===== src/iirs_pkg.sv =====
// Shared types and constants for the summed-area table block.
package iirs_pkg;

    localparam int SUM_BITS       = 28;
    localparam int PIX_BITS       = 16;
    localparam int COORD_BITS     = 6;
    localparam int DIM_REG_BITS   = 7;
    localparam int CFG_INDEX_BITS = 4;

    localparam logic [CFG_INDEX_BITS-1:0] REG_GRID_WIDTH  = 4'd0;
    localparam logic [CFG_INDEX_BITS-1:0] REG_GRID_HEIGHT = 4'd1;

    localparam logic CMD_LOAD  = 1'b0;
    localparam logic CMD_QUERY = 1'b1;

    localparam logic [DIM_REG_BITS-1:0] DIM_RESET = 7'd64;

    // Commands from the controller to the datapath.
    typedef struct packed {
        logic accept_load;   // capture a load beat, advance the raster position
        logic accept_query;  // capture a query beat, read the first pair
        logic load_write;    // write the new table entry
        logic query_part;    // fold the first pair into the partial sum
        logic query_final;   // fold the second pair, load the result register
        logic rd_query;      // port A addresses the query corner from the input
        logic rd_held;       // both ports address the held left-hand pair
    } t_dp_cmd;

endpackage


===== src/iirs_ctrl.sv =====
// Controller: sequences loads and queries, owns the output valid flag.
module iirs_ctrl (
    input  logic              i_clk,
    input  logic              i_rst_n,
    input  logic              i_in_valid,
    input  logic              i_command,
    input  logic              i_out_ready,
    output logic              o_in_ready,
    output logic              o_out_valid,
    output iirs_pkg::t_dp_cmd o_cmd
);
    import iirs_pkg::*;

    localparam logic [1:0] S_IDLE  = 2'd0;
    localparam logic [1:0] S_LOAD  = 2'd1;
    localparam logic [1:0] S_QRY_A = 2'd2;
    localparam logic [1:0] S_QRY_B = 2'd3;

    logic [1:0] r_state;
    logic [1:0] n_state;
    logic       r_out_valid;
    logic       n_out_valid;
    logic       slot_free;

    assign slot_free = !r_out_valid || i_out_ready;

    always_comb begin
        n_state = r_state;
        o_cmd   = '0;
        case (r_state)
            S_IDLE: begin
                o_cmd.rd_query = (i_command == CMD_QUERY);
                if (i_in_valid) begin
                    if (i_command == CMD_LOAD) begin
                        o_cmd.accept_load = 1'b1;
                        n_state           = S_LOAD;
                    end else begin
                        o_cmd.accept_query = 1'b1;
                        n_state            = S_QRY_A;
                    end
                end
            end
            S_LOAD: begin
                o_cmd.load_write = 1'b1;
                n_state          = S_IDLE;
            end
            S_QRY_A: begin
                o_cmd.rd_held    = 1'b1;
                o_cmd.query_part = 1'b1;
                n_state          = S_QRY_B;
            end
            S_QRY_B: begin
                // hold here while the previous result still waits
                o_cmd.rd_held = 1'b1;
                if (slot_free) begin
                    o_cmd.query_final = 1'b1;
                    n_state           = S_IDLE;
                end
            end
            default: begin
                n_state = S_IDLE;
            end
        endcase
    end

    assign n_out_valid = (r_out_valid && !i_out_ready) || o_cmd.query_final;

    always_ff @(posedge i_clk) begin
        if (!i_rst_n) begin
            r_state     <= S_IDLE;
            r_out_valid <= 1'b0;
        end else begin
            r_state     <= n_state;
            r_out_valid <= n_out_valid;
        end
    end

    assign o_in_ready  = (r_state == S_IDLE);
    assign o_out_valid = r_out_valid;

endmodule


===== config.mk =====
export PLATFORM = sky130hd
export DESIGN_NAME = iirs_ctrl
export DESIGN_NICKNAME = d
export VERILOG_FILES = /design/src/iirs_pkg.sv /design/src/iirs_ctrl.sv
export SDC_FILE = /design/constraint.sdc
export NUM_CORES = 1
export LEC_CHECK = 0
export ABC_CLOCK_PERIOD_IN_PS = 1450
export BUFFER_PORTS_ARGS = -buffer_cell sky130_fd_sc_hd__buf_2
export CAP_MARGIN = 20
export CORE_AREA = 5 5 42 44
export DETAILED_ROUTE_END_ITERATION = 7
export DIE_AREA = 0 0 47 49
export GPL_TIMING_DRIVEN = 1
export PLACE_DENSITY = 0.42
export SLEW_MARGIN = 30
export SYNTH_ARGS = -nofsm -noshare
export SYNTH_HDL_FRONTEND = slang
export SYNTH_SLANG_ARGS = --single-unit

===== constraint.sdc =====
create_clock -name i_clk -period 1.45 [get_ports i_clk]
set_input_delay 0.29 -clock i_clk [delete_from_list [all_inputs] [get_ports i_clk]]
set_output_delay 0.29 -clock i_clk [all_outputs]
set_load 0.02 [all_outputs]

==> reports/qor.log, run 1 <==
[drt] length of the first detailed-routing pass in iterations 2
[setup_path] critical path depth 3
[cts] CTS clk-pin slew, worst paths 0.04 ns
[synth] fraction of registers with async set/reset 0%
[timing] worst clock skew 0.00297 ns
[power] leakage 0.145 nW
[die] starting density of the core 12.1%
[timing] max_slew headroom 85.8%
[synth] syn_area_per_cell 8.10 µm²
[setup_path] biggest cell delay along the critical path 0.42 ns
[setup_path] RR Startpoint r_state[1]
[power] Comb pwr share 21.3%
[setup_path] endpoint of the worst register-to-register path r_state[0]
[run] max-capacitance violation count 0
[synth] number of distinct library cell variants in the gate-level netlist after synthesis 14
[synth] register area share after synthesis 35.3%
[power] Power Internal 0.220 mW
[timing] peak clock frequency supported by timing 0.737 GHz
[die] row count 14
[cts] CTS tree yes
[cells_and_area] area growth from synthesis to layout 64.0%
[setup_path] ordered cell list for the critical path nor2_2 > and3_1 > buf_2
[synth] most common cell in the netlist dfxtp_1
[setup_path] count of cells along the worst register-to-register path 2
[cells_and_area] antenna cells 0
[timing] Final Cycle Share 93.5%
[die] Placeable Area 0.00140 mm²
[grt] initial antenna violation count 0
[timing] number of setup violations in the final report 0
[setup_path] startpoint-to-endpoint class of the critical path reg -> out
[timing] smallest setup slack after layout 0.0937 ns
[cells_and_area] final core occ 19.9%
[power] clock network power share 48.0%
[placed_design] worst slack, placed 0.280 ns
[die] Die Footprint 0.00230 mm²
[cts] clock buffers created by TritonCTS 3
[worst_hold_path] Min-Delay Path Class in -> reg
[drt] DRC 0
[drt] average wire per standard cell 8.30 µm
[grt] global-route congestion overflow total 0
[setup_path] required time at the worst-slack endpoint 1.16 ns
[synth] leading area contributor after synthesis dfxtp_1
[die] I/O pins 14
[power] switching share of power 29.6%
[drt] Post-Route WL 440 µm
[setup_path] r2r setup slk 0.62 ns
[cells_and_area] Final #Nets 43
[power] Sw Pwr 0.0924 mW
[synth] number of nets produced by synthesis 26
[synth] Synth Register Bits 3
[setup_path] Buf/Inv on CP 1
[timing] unrepaired setup endpoints after global routing false
[timing] slew at the pin closest to its max-slew limit 0.213 ns
[die] horizontal die dimension 47 µm
[drt] DR iter-0 viols 1
[placed_design] weighted congestion reported at the end of routability-driven placement 0.602
[drt] post-DR vias/cell 3.53
[grt] GR Util All Layers 4.37%
[cts] cell chosen for the clock root clkbuf_4
[grt] wire length of the first global-routing pass 655 µm
[synth] top cells by area, synth dfxtp_1 35%, o21a_1 8.8%, nand2b_1 7.4%, nor2b_1 7.4%, a21boi_2 6.6%
[setup_path] worst setup path end o_cmd[5]
[power] worst supply voltage drop on vdd 170 µV
[timing] final number of max-transition violations 0
[placed_design] placed wire-length estimate 359 µm
[setup_path] arrival time of data at the critical path endpoint 1.07 ns
[timing] total negative slack for setup checks 0 ns
[worst_hold_path] count of cells along the worst hold path 2
[setup_path] startpoint kind of the worst setup timing path register
[synth] ys flop type dfxtp_1
[timing] count of endpoints failing hold in the final timing report 0
[synth] area share of the largest cell type after synthesis 35.3%
[cts] CTS Buffer Depth 2
[cells_and_area] fill count 171
[cts] clk_lat worst skew 0.24 ns
[timing] post-layout minimum cycle time 1.36 ns
[cts] number of sinks driven by the clock tree 3
[drt] count of antenna-violating nets left after detailed routing 0
[synth] synthesized area 170 µm²
[cts] Clock H-tree levels 1
[setup_path] critical path endpoint category output pin
[placed_design] number of I/O port buffers 13
[status] run status finished, final reports clean
[grt] maximum number of pins on one net before global-route repair 9
[synth] number of cells produced by synthesis 21
[cells_and_area] layout cells sized above 1 54.1%
[die] die outline height 49 µm
[setup_path] Largest delay share family, worst path flip-flops
[power] P per Cell Area 1120 mW/mm²
[power] sequential share of power 30.7%
[grt] vias in the first global route 181
[synth] Yosys warnings 0
[drt] vias post-DR 187
[synth] number of enable flip-flop cells after synthesis 0
[setup_path] beginning of the critical path r_state[1]
[setup_path] slowest cell on the critical path dfxtp_1
[setup_path] critical path peak fanout 7
[cts] Post-CTS Setup Repair Bufs 0
==> logic make-up (layout without fill, tap and decap cells) <==
kind of cell	count (synthesis)	count (layout)	synth area share, %
buffers and inverters	1	17	2.20
and+or+nand+nor	13	13	42.7
DFF	3	3	35.3
AOI/OAI and AO/OA	4	4	19.9
==> cells in the final DEF, fill, tap and decap left out, drive strengths merged, types with 2 or more instances in the layout <==
cell | netlist | final
clkbuf | 1 | 4
a21boi | 2 | 2
nand2b | 2 | 2
dfxtp | 3 | 3
buf | 0 | 13
nor2 | 3 | 3
o21a | 2 | 2
nand2 | 2 | 2
nor2b | 2 | 2
==> worst min-delay path by stage <==
| stage | from | endpoint | slack [ns] |
|---|---|---|---|
| floorplan | i_rst_n | r_state[0] | 0.41 |
| global placement | i_rst_n | r_state[0] | 0.53 |
| detailed placement | i_rst_n | r_state[0] | 0.53 |
| CTS | i_rst_n | r_state[0] | 0.29 |
| global route | i_rst_n | r_state[0] | 0.31 |
| finish | i_rst_n | r_state[1] | 0.29 |
==> worst reg2reg max path, delay by kind of cell, from the launching register on <==
| family | cells | cell delay (ns) |
|---|---|---|
| AOI/OAI and AO/OA | 2 | 0.36 |
| DFF | 1 | 0.36 |
==> routing by layer <==
metal  vias up  part of all wire (%)  GRT usage, %
li1        100                     -             -
met1        79                    36          3.08
met2         6                    53          6.56
met4         0                   3.2          8.29
met3         2                   7.5         0.369
met5         -                     0             0
==> power groups by stage <==
stage,logic [mW],registers [mW],clock network (mW)
6_report,0.0665,0.0958,0.150
5_1_grt,0.0730,0.0966,0.163
4_1_cts,0.0677,0.0953,0.157
3_5_place_dp,0.0675,0.0967,0
3_3_place_gp,0.0677,0.0969,0
2_1_floorplan,0.0437,0.0958,0
==> registers in the layout, summed over array words and instances, names as in the netlist <==
signal / cells
r_state: 2
o_out_valid: 1
==> metrics by stage <==
stage	instance area (µm²)	cells	power, mW	hold slack (ns)
after global placement	251	49	0.165	0.535
after global routing	279	53	0.332	0.306
after CTS	278	53	0.320	0.285
after floorplan	170	21	0.140	0.407
final	279	53	0.312	0.291
after detailed placement	251	49	0.164	0.531
==> final cells by class <==
cell class                      count  area, µm²  share of cell area [%]
Clock buffer                        4       26.3                    9.42
Multi-Input combinational cell     17        106                    38.1
Timing Repair Buffer               13       65.1                    23.3
Sequential cell                     3       61.3                    22.0
Tap cell                           16       20.0                    7.17
==> timing repair <==
action                                  in CTS  in global routing
endpoints found under the hold margin        0                  0
gates resized for setup                      0                  1
hold buffers                                 0                  0
endpoints found under the setup margin       0                  1
(Power assumes the default switching activity.)
==> inputs of run 2 (changes only) <==
--- a/config.mk
+++ b/config.mk
@@ -9,6 +9,7 @@
 export BUFFER_PORTS_ARGS = -buffer_cell sky130_fd_sc_hd__buf_2
 export CAP_MARGIN = 20
 export CORE_AREA = 5 5 42 44
+export CTS_BUF_LIST = sky130_fd_sc_hd__clkbuf_8
 export DETAILED_ROUTE_END_ITERATION = 7
 export DIE_AREA = 0 0 47 49
 export GPL_TIMING_DRIVEN = 1
==> run 2 against run 1 <==
Cell area up 6.3%. Largest power group unchanged. Clock-buffer cell count down 1. Critical path depth unchanged. Critical endpoint unchanged. Register-to-register slack got worse by 0.02 ns. Maximum frequency shrank 1.4%. Largest cell class unchanged. Total power is 28% higher. Critical path type unchanged. Combinational power hardly changed. Global-route usage stayed put. Wire length increased by 1.8%. Die area is the same.
==> reports/qor.log, run 2 (synthesized netlist as in run 1, its figures left out) <==
[drt] length of the first detailed-routing pass in iterations 2
[cells_and_area] commonest non-fill, non-tap cells in the layout 13 x buf_2, 3 x clkbuf_8, 3 x dfxtp_1
[status] run status finished, final reports clean
[cells_and_area] antenna cells 0
[drt] Post-Route WL 448 µm
[run] max-capacitance violation count 0
[die] starting density of the core 12.1%
[setup_path] required time at the worst-slack endpoint 1.16 ns
[setup_path] r2r setup slk 0.60 ns
[grt] wire length of the first global-routing pass 655 µm
[power] P per Cell Area 1340 mW/mm²
[power] total power 0.398 mW
[cts] total of hold buffers inserted after clock tree synthesis 0
[cts] CTS Buffer Depth 2
[cells_and_area] Final Instance Count excl. Fillers 53
[worst_hold_path] Min-Delay Path Class in -> reg
[grt] global-route congestion overflow total 0
[timing] unrepaired setup endpoints after global routing false
[cts] CTS tree yes
[setup_path] startpoint-to-endpoint class of the critical path reg -> out
[cells_and_area] sequential cell area in the final layout 60.1 µm²
[cells_and_area] layout cells sized above 1 51.4%
[cts] clock buffers created by TritonCTS 3
[setup_path] RR Startpoint r_state[0]
[cells_and_area] area of the multi-input gates 106 µm²
[timing] Final Cycle Share 94.8%
[worst_hold_path] Worst Hold Launch i_rst_n
[cts] CTS clk-pin slew, worst paths 0.03 ns
[worst_hold_path] count of cells along the worst hold path 2
[setup_path] count of cells along the worst register-to-register path 2
[cts] cell chosen for the clock root clkbuf_8
[grt] initial antenna violation count 0
[placed_design] cell count after placement 49
[cts] number of resized instances in the post-cts repair step 0
[power] worst supply voltage drop on vdd 231 µV
[placed_design] weighted congestion reported at the end of routability-driven placement 0.602
[cells_and_area] Final #Nets 43
[cts] number of sinks driven by the clock tree 3
[drt] post-DR vias/cell 3.57
[timing] number of setup violations in the final report 0
[power] leakage 0.157 nW
[cells_and_area] area growth from synthesis to layout 74.3%
[timing] final number of max-transition violations 0
[setup_path] critical path peak fanout 8
[timing] post-layout minimum cycle time 1.37 ns
[setup_path] endpoint of the worst register-to-register path r_state[0]
[setup_path] critical path endpoint category output pin
[cts] clk_lat worst skew 0.22 ns
[drt] average wire per standard cell 8.45 µm
[timing] worst clock skew 0.00215 ns
[cells_and_area] most common library cell in the layout ignoring fill and taps buf_2
[timing] count of endpoints failing hold in the final timing report 0
[placed_design] number of I/O port buffers 13
[cells_and_area] fill count 168
[grt] GR Util All Layers 4.37%
[timing] peak clock frequency supported by timing 0.727 GHz
[worst_hold_path] Worst Hold End r_state[1]
[drt] count of antenna-violating nets left after detailed routing 0
[drt] DR iter-0 viols 1
[die] row count 14
[die] I/O pins 14
[setup_path] arrival time of data at the critical path endpoint 1.08 ns
[die] die outline height 49 µm
[cells_and_area] flip-flop count of the largest register, all copies and words added 2
[grt] maximum number of pins on one net before global-route repair 9
[grt] vias in the first global route 179
[die] Placeable Area 0.00140 mm²
[cts] Clock H-tree levels 1
[timing] max_slew headroom 82.0%
[drt] vias post-DR 189
[setup_path] startpoint kind of the worst setup timing path register
[timing] slew at the pin closest to its max-slew limit 0.269 ns
[cts] Post-CTS Setup Repair Bufs 0
[die] horizontal die dimension 47 µm
[die] Die Footprint 0.00230 mm²
[cells_and_area] Biggest register r_state
[timing] total negative slack for setup checks 0 ns
[drt] DRC 0
[placed_design] placed wire-length estimate 359 µm
## run 2: changes by cell type in the layout (fill, tap and decap cells not counted), sizes merged
| cell | delta |
|---|---|
| inv | +1 |
| clkbuf | -1 |
## run 2: area by class of cell
type / instances / area share (%)
Multi-Input combinational cell: 17 / 35.9
Timing Repair Buffer: 13 / 21.9
Sequential cell: 3 / 20.3
Clock buffer: 3 / 13.9
Tap cell: 16 / 6.75
Clock inverter: 1 / 1.27
## run 2: per-stage QoR
stage          hold WS [ns]  instance area, µm²  setup WS (ns)  utilization [%]
6_report              0.312                 297         0.0751             21.2
3_3_place_gp          0.535                 251          0.298             17.9
5_1_grt               0.330                 297         0.0200             21.2
4_1_cts               0.311                 297         0.0704             21.2
3_5_place_dp          0.531                 251          0.280             17.9
2_1_floorplan         0.407                 170          0.257                -
## run 2: power by group
group	internal [mW]	total [mW]	switching (mW)	leakage (nW)
clock	0.180	0.236	0.0557	0.0269
combinational	0.0283	0.0666	0.0383	0.105
sequential	0.0878	0.0956	0.00787	0.0246
## run 2: worst max-delay path by stage
stage / start / end / slack (ns) / depth (start not counted)
after floorplan: r_state[0] / o_cmd[5] / 0.26 / 2
after global placement: i_command / o_cmd[6] / 0.30 / 4
after detailed placement: i_command / o_cmd[6] / 0.28 / 4
after CTS: r_state[0] / o_cmd[5] / 0.07 / 3
after global routing: r_state[0] / o_cmd[5] / 0.02 / 3
final: r_state[0] / o_cmd[5] / 0.08 / 3
## run 2: routing by layer
layer | up-vias | share of wire [%] | wire length (µm) | global-route usage, %
met3 | 2 | 7.8 | 35 | 0.369
met5 | - | 0 | 0 | 0
met2 | 6 | 51 | 227 | 6.33
met1 | 80 | 38 | 170 | 3.30
li1 | 101 | - | - | -
met4 | 0 | 3.1 | 14 | 8.29
## run 2: critical path, stage by stage (launching register included)
cell     delay [ns]
dfxtp_1        0.46
nor2_2         0.08
and3_1         0.18
buf_2          0.15
